`config.mk`:
```
export PLATFORM = sky130hd
export DESIGN_NAME = binary_to_decimal_ascii_unit
export DESIGN_NICKNAME = d
export VERILOG_FILES = /design/src/sv/b2da_pkg.sv /design/src/sv/b2da_pipe.sv /design/src/sv/binary_to_decimal_ascii_unit.sv
export SDC_FILE = /design/constraint.sdc
export NUM_CORES = 1
export LEC_CHECK = 0
export ABC_AREA = 1
export BUFFER_PORTS_ARGS = -buffer_cell sky130_fd_sc_hd__buf_2
export CAP_MARGIN = 15
export CORE_MARGIN = 2
export CORE_UTILIZATION = 66
export CTS_BUF_LIST = sky130_fd_sc_hd__clkbuf_8
export DETAILED_ROUTE_END_ITERATION = 7
export MAX_ROUTING_LAYER = met4
export PLACE_DENSITY = 0.88
export SLEW_MARGIN = 20
export SYNTH_ARGS = -nofsm -noshare
export SYNTH_HDL_FRONTEND = slang
export SYNTH_SLANG_ARGS = --single-unit
```
`constraint.sdc`:
```
create_clock -name clk -period 6.5 [get_ports clk]
set_input_delay 1.3 -clock clk [delete_from_list [all_inputs] [get_ports clk]]
set_output_delay 1.3 -clock clk [all_outputs]
set_load 0.05 [all_outputs]
```
`src/sv/b2da_pkg.sv`:
```
package b2da_pkg;

  localparam int VALUE_FIELD_BITS   = 32;
  localparam int VALUE_BITS_DEFAULT = 32;
  localparam int CHAR_BITS          = 8;
  // binary bits folded into the BCD word per pipeline stage (the last stage takes the rest)
  localparam int DABBLE_STEPS       = 8;

  localparam logic [CHAR_BITS-1:0] CHAR_MINUS = 8'd45;
  localparam logic [CHAR_BITS-1:0] CHAR_ZERO  = 8'd48;

  // bits of the value that reach the converter
  function automatic int eff_bits(input int value_bits);
    return (value_bits < VALUE_FIELD_BITS) ? value_bits : VALUE_FIELD_BITS;
  endfunction

  // decimal digits needed for the largest value of the given width
  function automatic int dec_digits(input int bits);
    longint unsigned m;
    int n;
    m = (64'd1 << bits) - 64'd1;
    n = 0;
    do begin
      n++;
      m = m / 10;
    end while (m != 0);
    return n;
  endfunction

endpackage

```
`src/sv/b2da_pipe.sv`:
```
module b2da_pipe #(
  parameter int VALUE_BITS = b2da_pkg::VALUE_BITS_DEFAULT
) (
  input  logic clk,
  input  logic rst,
  input  logic in_valid,
  output logic in_ready,
  input  logic in_func,
  input  logic [b2da_pkg::VALUE_FIELD_BITS-1:0] in_value,
  output logic out_valid,
  input  logic out_ready,
  output logic out_neg,
  output logic [4*b2da_pkg::dec_digits(b2da_pkg::eff_bits(VALUE_BITS))-1:0] out_bcd,
  output logic [$clog2(b2da_pkg::dec_digits(b2da_pkg::eff_bits(VALUE_BITS)))-1:0] out_cnt
);
  import b2da_pkg::*;

  localparam int MAG_BITS = eff_bits(VALUE_BITS);
  localparam int DIGITS   = dec_digits(MAG_BITS);
  localparam int BCD_W    = 4 * DIGITS;
  localparam int CNT_W    = $clog2(DIGITS);
  localparam int NS       = (MAG_BITS + DABBLE_STEPS - 1) / DABBLE_STEPS;
  localparam int NSTG     = NS + 2;
  localparam int W        = BCD_W + MAG_BITS;
  localparam logic HAS_SIGN = (VALUE_BITS <= VALUE_FIELD_BITS);

  // one shift-add-3 iteration over {bcd, binary}
  function automatic logic [W-1:0] dabble1(input logic [W-1:0] x);
    logic [W-1:0] y;
    logic [3:0] d;
    int k;
    y = x;
    for (k = 0; k < DIGITS; k++) begin
      d = y[MAG_BITS + 4*k +: 4];
      if (d >= 4'd5) begin
        y[MAG_BITS + 4*k +: 4] = d + 4'd3;
      end
    end
    return y << 1;
  endfunction

  logic [NSTG-1:0] vld;
  logic [NSTG:0]   rdy;
  logic            neg_q [NS+1];
  logic [BCD_W-1:0]    bcd_q [NS+1];
  logic [MAG_BITS-1:0] bin_q [NS+1];

  logic [MAG_BITS-1:0] v_in;
  logic [MAG_BITS-1:0] mag_in;
  logic                neg_in;

  assign rdy[NSTG] = out_ready;
  assign in_ready  = rdy[0];

  genvar gi;
  generate
    for (gi = 0; gi < NSTG; gi++) begin : g_rdy
      assign rdy[gi] = !vld[gi] || rdy[gi+1];
    end
  endgenerate

  // stage 0: sign handling and magnitude
  assign v_in   = in_value[MAG_BITS-1:0];
  assign neg_in = in_func && HAS_SIGN && v_in[MAG_BITS-1];
  assign mag_in = neg_in ? (~v_in + MAG_BITS'(1)) : v_in;

  always_ff @(posedge clk) begin
    if (rst) begin
      vld[0] <= 1'b0;
    end else if (rdy[0]) begin
      vld[0] <= in_valid;
    end
    if (rdy[0] && in_valid) begin
      neg_q[0] <= neg_in;
      bcd_q[0] <= '0;
      bin_q[0] <= mag_in;
    end
  end

  // stages 1..NS: double dabble, DABBLE_STEPS bits per stage, the last stage takes the rest
  generate
    for (gi = 1; gi <= NS; gi++) begin : g_dabble
      localparam int ITERS = (gi < NS) ? DABBLE_STEPS : MAG_BITS - DABBLE_STEPS * (NS - 1);
      logic [W-1:0] x;

      always_comb begin
        x = {bcd_q[gi-1], bin_q[gi-1]};
        for (int j = 0; j < ITERS; j++) begin
          x = dabble1(x);
        end
      end

      always_ff @(posedge clk) begin
        if (rst) begin
          vld[gi] <= 1'b0;
        end else if (rdy[gi]) begin
          vld[gi] <= vld[gi-1];
        end
        if (rdy[gi] && vld[gi-1]) begin
          neg_q[gi] <= neg_q[gi-1];
          bcd_q[gi] <= x[W-1 -: BCD_W];
          bin_q[gi] <= x[MAG_BITS-1:0];
        end
      end
    end
  endgenerate

  // last stage: find the leading digit and move it to the top
  logic [CNT_W-1:0] top_idx;
  logic [CNT_W-1:0] lz;
  logic [BCD_W-1:0] aligned;

  always_comb begin
    top_idx = '0;
    for (int k = 1; k < DIGITS; k++) begin
      if (bcd_q[NS][4*k +: 4] != 4'd0) begin
        top_idx = CNT_W'(k);
      end
    end
    lz      = CNT_W'(DIGITS - 1) - top_idx;
    aligned = bcd_q[NS] << {lz, 2'b00};
  end

  always_ff @(posedge clk) begin
    if (rst) begin
      vld[NSTG-1] <= 1'b0;
    end else if (rdy[NSTG-1]) begin
      vld[NSTG-1] <= vld[NSTG-2];
    end
    if (rdy[NSTG-1] && vld[NSTG-2]) begin
      out_neg <= neg_q[NS];
      out_bcd <= aligned;
      out_cnt <= top_idx;
    end
  end

  assign out_valid = vld[NSTG-1];

  a_lead_nonzero: assert property (@(posedge clk) disable iff (rst)
    out_valid && out_cnt != '0 |-> out_bcd[BCD_W-1 -: 4] != 4'd0)
    else $error("leading digit is zero on a multi-digit number");

  a_digit_range: assert property (@(posedge clk) disable iff (rst)
    out_valid |-> out_bcd[BCD_W-1 -: 4] <= 4'd9)
    else $error("leading BCD digit out of range");

  a_neg_nonzero: assert property (@(posedge clk) disable iff (rst)
    out_valid && out_neg |-> out_bcd != '0)
    else $error("minus sign on a zero magnitude");

  a_stall_hold: assert property (@(posedge clk) disable iff (rst)
    vld[0] && !rdy[1] |=> vld[0] && $stable(bin_q[0]))
    else $error("stage 0 lost its word under stall");

endmodule

```
`src/sv/binary_to_decimal_ascii_unit.sv`:
```
// Binary to decimal ASCII converter.
//
// The slave channel takes one word per number: s_tdata holds the 32-bit value,
// s_tuser selects unsigned (0) or signed two's complement (1). Only the low
// VALUE_BITS bits of the value are converted.
// The master channel gives the decimal text one character per word, most
// significant digit first: a '-' for a negative signed value, then the digits
// with no leading zeros ('0' for zero). m_tlast marks the final character.
// Conversion is a double-dabble pipeline folding 8 bits per stage, plus one
// sign stage and one alignment stage; a number's first character is loaded
// into the serializer register once its word has passed all of these stages.
// A number gives as many output characters as it has, 1 to 11; the character
// serializer sets the sustained rate, and the pipeline behind it keeps taking
// words until it fills.
// When the receiver stalls, the current character holds and the pipeline
// backs up stage by stage until s_tready drops; nothing is lost or repeated.
// Reset (synchronous, active high) empties the pipeline and the serializer.
module binary_to_decimal_ascii_unit #(
  parameter int VALUE_BITS = b2da_pkg::VALUE_BITS_DEFAULT
) (
  input  logic clk,
  input  logic rst,
  input  logic s_tvalid,
  output logic s_tready,
  input  logic [b2da_pkg::VALUE_FIELD_BITS-1:0] s_tdata, // [31:0] value
  input  logic s_tuser,                                  // [0] func
  output logic m_tvalid,
  input  logic m_tready,
  output logic [b2da_pkg::CHAR_BITS-1:0] m_tdata,        // [7:0] character
  output logic m_tlast
);
  import b2da_pkg::*;

  localparam int MAG_BITS = eff_bits(VALUE_BITS);
  localparam int DIGITS   = dec_digits(MAG_BITS);
  localparam int BCD_W    = 4 * DIGITS;
  localparam int CNT_W    = $clog2(DIGITS);

  logic             p_valid;
  logic             p_ready;
  logic             p_neg;
  logic [BCD_W-1:0] p_bcd;
  logic [CNT_W-1:0] p_cnt;

  b2da_pipe #(
    .VALUE_BITS(VALUE_BITS)
  ) u_pipe (
    .clk      (clk),
    .rst      (rst),
    .in_valid (s_tvalid),
    .in_ready (s_tready),
    .in_func  (s_tuser),
    .in_value (s_tdata),
    .out_valid(p_valid),
    .out_ready(p_ready),
    .out_neg  (p_neg),
    .out_bcd  (p_bcd),
    .out_cnt  (p_cnt)
  );

  // serializer: the current digit always sits in the top nibble
  logic             active;
  logic             neg;
  logic [BCD_W-1:0] sh;
  logic [CNT_W-1:0] cnt;
  logic             fire;
  logic             done;
  logic             load;

  assign fire    = m_tvalid && m_tready;
  assign done    = fire && !neg && cnt == '0;
  assign p_ready = !active || done;
  assign load    = p_valid && p_ready;

  assign m_tvalid = active;
  assign m_tdata  = neg ? CHAR_MINUS : CHAR_ZERO + {4'd0, sh[BCD_W-1 -: 4]};
  assign m_tlast  = !neg && cnt == '0;

  always_ff @(posedge clk) begin
    if (rst) begin
      active <= 1'b0;
    end else if (load) begin
      active <= 1'b1;
    end else if (done) begin
      active <= 1'b0;
    end
    if (load) begin
      neg <= p_neg;
      sh  <= p_bcd;
      cnt <= p_cnt;
    end else if (fire) begin
      if (neg) begin
        neg <= 1'b0;
      end else begin
        // advance to the next digit
        sh  <= sh << 4;
        cnt <= cnt - CNT_W'(1);
      end
    end
  end

  a_last_is_digit: assert property (@(posedge clk) disable iff (rst)
    m_tvalid && m_tlast |-> m_tdata != CHAR_MINUS)
    else $error("text ends on a minus sign");

  a_minus_then_digit: assert property (@(posedge clk) disable iff (rst)
    fire && neg |=> m_tvalid && !neg)
    else $error("minus sign not followed by a digit");

  a_no_load_mid_text: assert property (@(posedge clk) disable iff (rst)
    active && !done |-> !load)
    else $error("new number loaded before text finished");

endmodule

```
==> summary.txt <==
Slew Viols, Final - 0
Max-slew headroom - 0.435
final net count - 3939
die span in x - 208 um
cell mode on critical path - nand2_1
Worst Clk Skew - 35.2 ps
CTS buffer count - 50
critical path type - reg2reg
largest net degree at the start of global routing - 52
Final WS setup - 674 ps
Final Core Density - 0.717
initial drt markers - 1042
routability congestion estimate from global placement - 0.932
number of global-route vias before repair - 22234
Clock Path Buffers - 3
port bufs - 44
post-synth cell types - 63
Post-synth EDFFs - 277
vias per cell - 5.35
P&R area growth vs syn - 7.00%
Mapped Area - 27400 um^2
setup TNS - 0 ps
Core Box Area - 40900 um^2
crit path DAT - 6180 ps
register bit total from synthesis - 284
Max Cap Viol - 0
CTS Sinks - 284
DP HPWL - 40.0 mm
Reg area - 8460 um^2
Syn Inst Count - 3678
crit end category - register
multi-input logic area - 16500 um^2
dominant synthesized flop cell - edfxtp_1
Die Ht - 208 um
slowest library cell on the worst path - edfxtp_1
period utilization - 0.896
final setup violating endpoints - 0
worst path required time - 6860 ps
n_diodes - 0
Starting Density - 0.670
status - finished, final reports clean
ys async rst share - 0
initial antenna violation count - 0
YS warnings - 0
Tot GR Track Use - 0.248
Tightest Hold Check Type - reg2reg
Row Count - 74
Remaining DRCs - 0
H-tree depth - 2
placed cell count - 4236
Root Driver - clkbuf_8
first-pass GRT wire length - 91.1 mm
gr ovfl total - 0
Highest Clock Rate - 172 MHz
post-route minimum period - 5830 ps
Startpoint Class - register
io pins - 48
Final Hold Vio Count - 0
Syn Area/Cell - 7.45 um^2
drt first pass iters - 5
final wirelength - 51.9 mm
post-DR wirelength/cell - 12.0 um
pre-CTS setup slack - 534 ps
sequential share of the synthesized area - 0.309
most common cell after layout, fill and taps aside - nand2_1
die area - 43200 um^2
clk slew on worst S/H paths - 60 ps
CP max FO - 6
Clock Latency Late Sink - 640 ps
Cell Count, Final, Fillers Out - 4329
layout cells sized above 1 - 0.194
commonest non-fill, non-tap cells in the layout - nand2_1, inv_1, nand3_1
TritonCTS clock tree - done
via count - 23148
Final ANT Viol Nets - 0
crit-path max cell delay - 420 ps
Least-Margin Pin Slew - 846 ps
fillers - 3148
## through the flow
| stage | area, um^2 | hold WS [ps] |
|---|---|---|
| floorplan | 27400 | 400 |
| global placement | 28300 | 401 |
| detailed placement | 28300 | 405 |
| CTS | 29300 | 410 |
| global route | 29300 | 419 |
| finish | 29300 | 407 |
## worst max-delay path: cells and delay by family, from the launching register on
family	cells	cell delay [ps]
adder cells (fa/ha/maj)	7	1270
buffers and inverters	6	490
flip-flops	1	420
AND/OR/NAND/NOR	33	3380
## worst paths after layout
kind	startpoint	endpoint	slack, ps	cells after the start
max	u_pipe.bcd_q[0][88]	u_pipe.bcd_q[0][133]	670	46
min	u_pipe.bin_q[0][16]	u_pipe.bin_q[0][56]	410	0
max reg2reg	u_pipe.bcd_q[0][88]	u_pipe.bcd_q[0][133]	670	46
min reg2reg	u_pipe.bin_q[0][16]	u_pipe.bin_q[0][56]	410	0
## final cells by class
type,count,area share
inverters,635,0.0813
clock inverters,37,0.00819
flip-flops and latches,284,0.288
well taps,532,0.0227
multi-input cells,2732,0.564
clock buffers,53,0.0249
repair buffers,56,0.0106
## registers in the layout (all words and copies together) (netlist names), 4 cells and up
signal and count:
u_pipe.out_bcd 40, u_pipe.neg_q 5, u_pipe.bin_q 80, sh 40, cnt 4, u_pipe.vld 5, u_pipe.out_cnt 4, u_pipe.bcd_q 102
## cell families after synthesis
logic type               share of synthesized area
AO/OA/AOI/OAI                               0.0826
XOR/XNOR                                    0.0463
adder cells (fa/ha/maj)                     0.0653
buffers and inverters                       0.0912
flip-flops                                   0.309
multiplexers                                0.0184
other                                     0.000274
AND/OR/NAND/NOR                              0.387
## what timing repair did
item	CTS	global route
gates resized for setup	0	11
buffers inserted	0	3
hold buffers	0	0
endpoints found under the setup margin	0	12
## synth_stat cells (18+ instances only)
master | count | area, um^2
a21o_1 | 24 | 180
inv_1 | 603 | 2260
inv_2 | 28 | 105
nand2_2 | 239 | 1500
nor3_1 | 20 | 100
o21ai_2 | 47 | 412
o21ai_1 | 26 | 130
o21ai_0 | 108 | 541
nor2_1 | 104 | 390
and2_1 | 29 | 181
nand2_4 | 51 | 574
clkbuf_1 | 20 | 75.1
a21oi_1 | 58 | 290
xor2_1 | 77 | 674
nand3_2 | 103 | 1030
nand4_1 | 108 | 676
nand3_1 | 319 | 1600
nand2_1 | 1026 | 3850
nand3b_1 | 18 | 135
ha_1 | 143 | 1790
mux2_2 | 36 | 405
edfxtp_1 | 277 | 8320
## layer usage
metal	vias up	global-route usage	wire length (um)
met5	-	-	0
met4	0	0.0946	1660
met3	121	0.0349	1520
met2	292	0.471	27400
met1	10483	0.258	21300
li1	12252	-	-
Power is left out: the tool's default activity adds up to more than one toggle a clock period on the data nets, which glitch-free logic cannot reach.
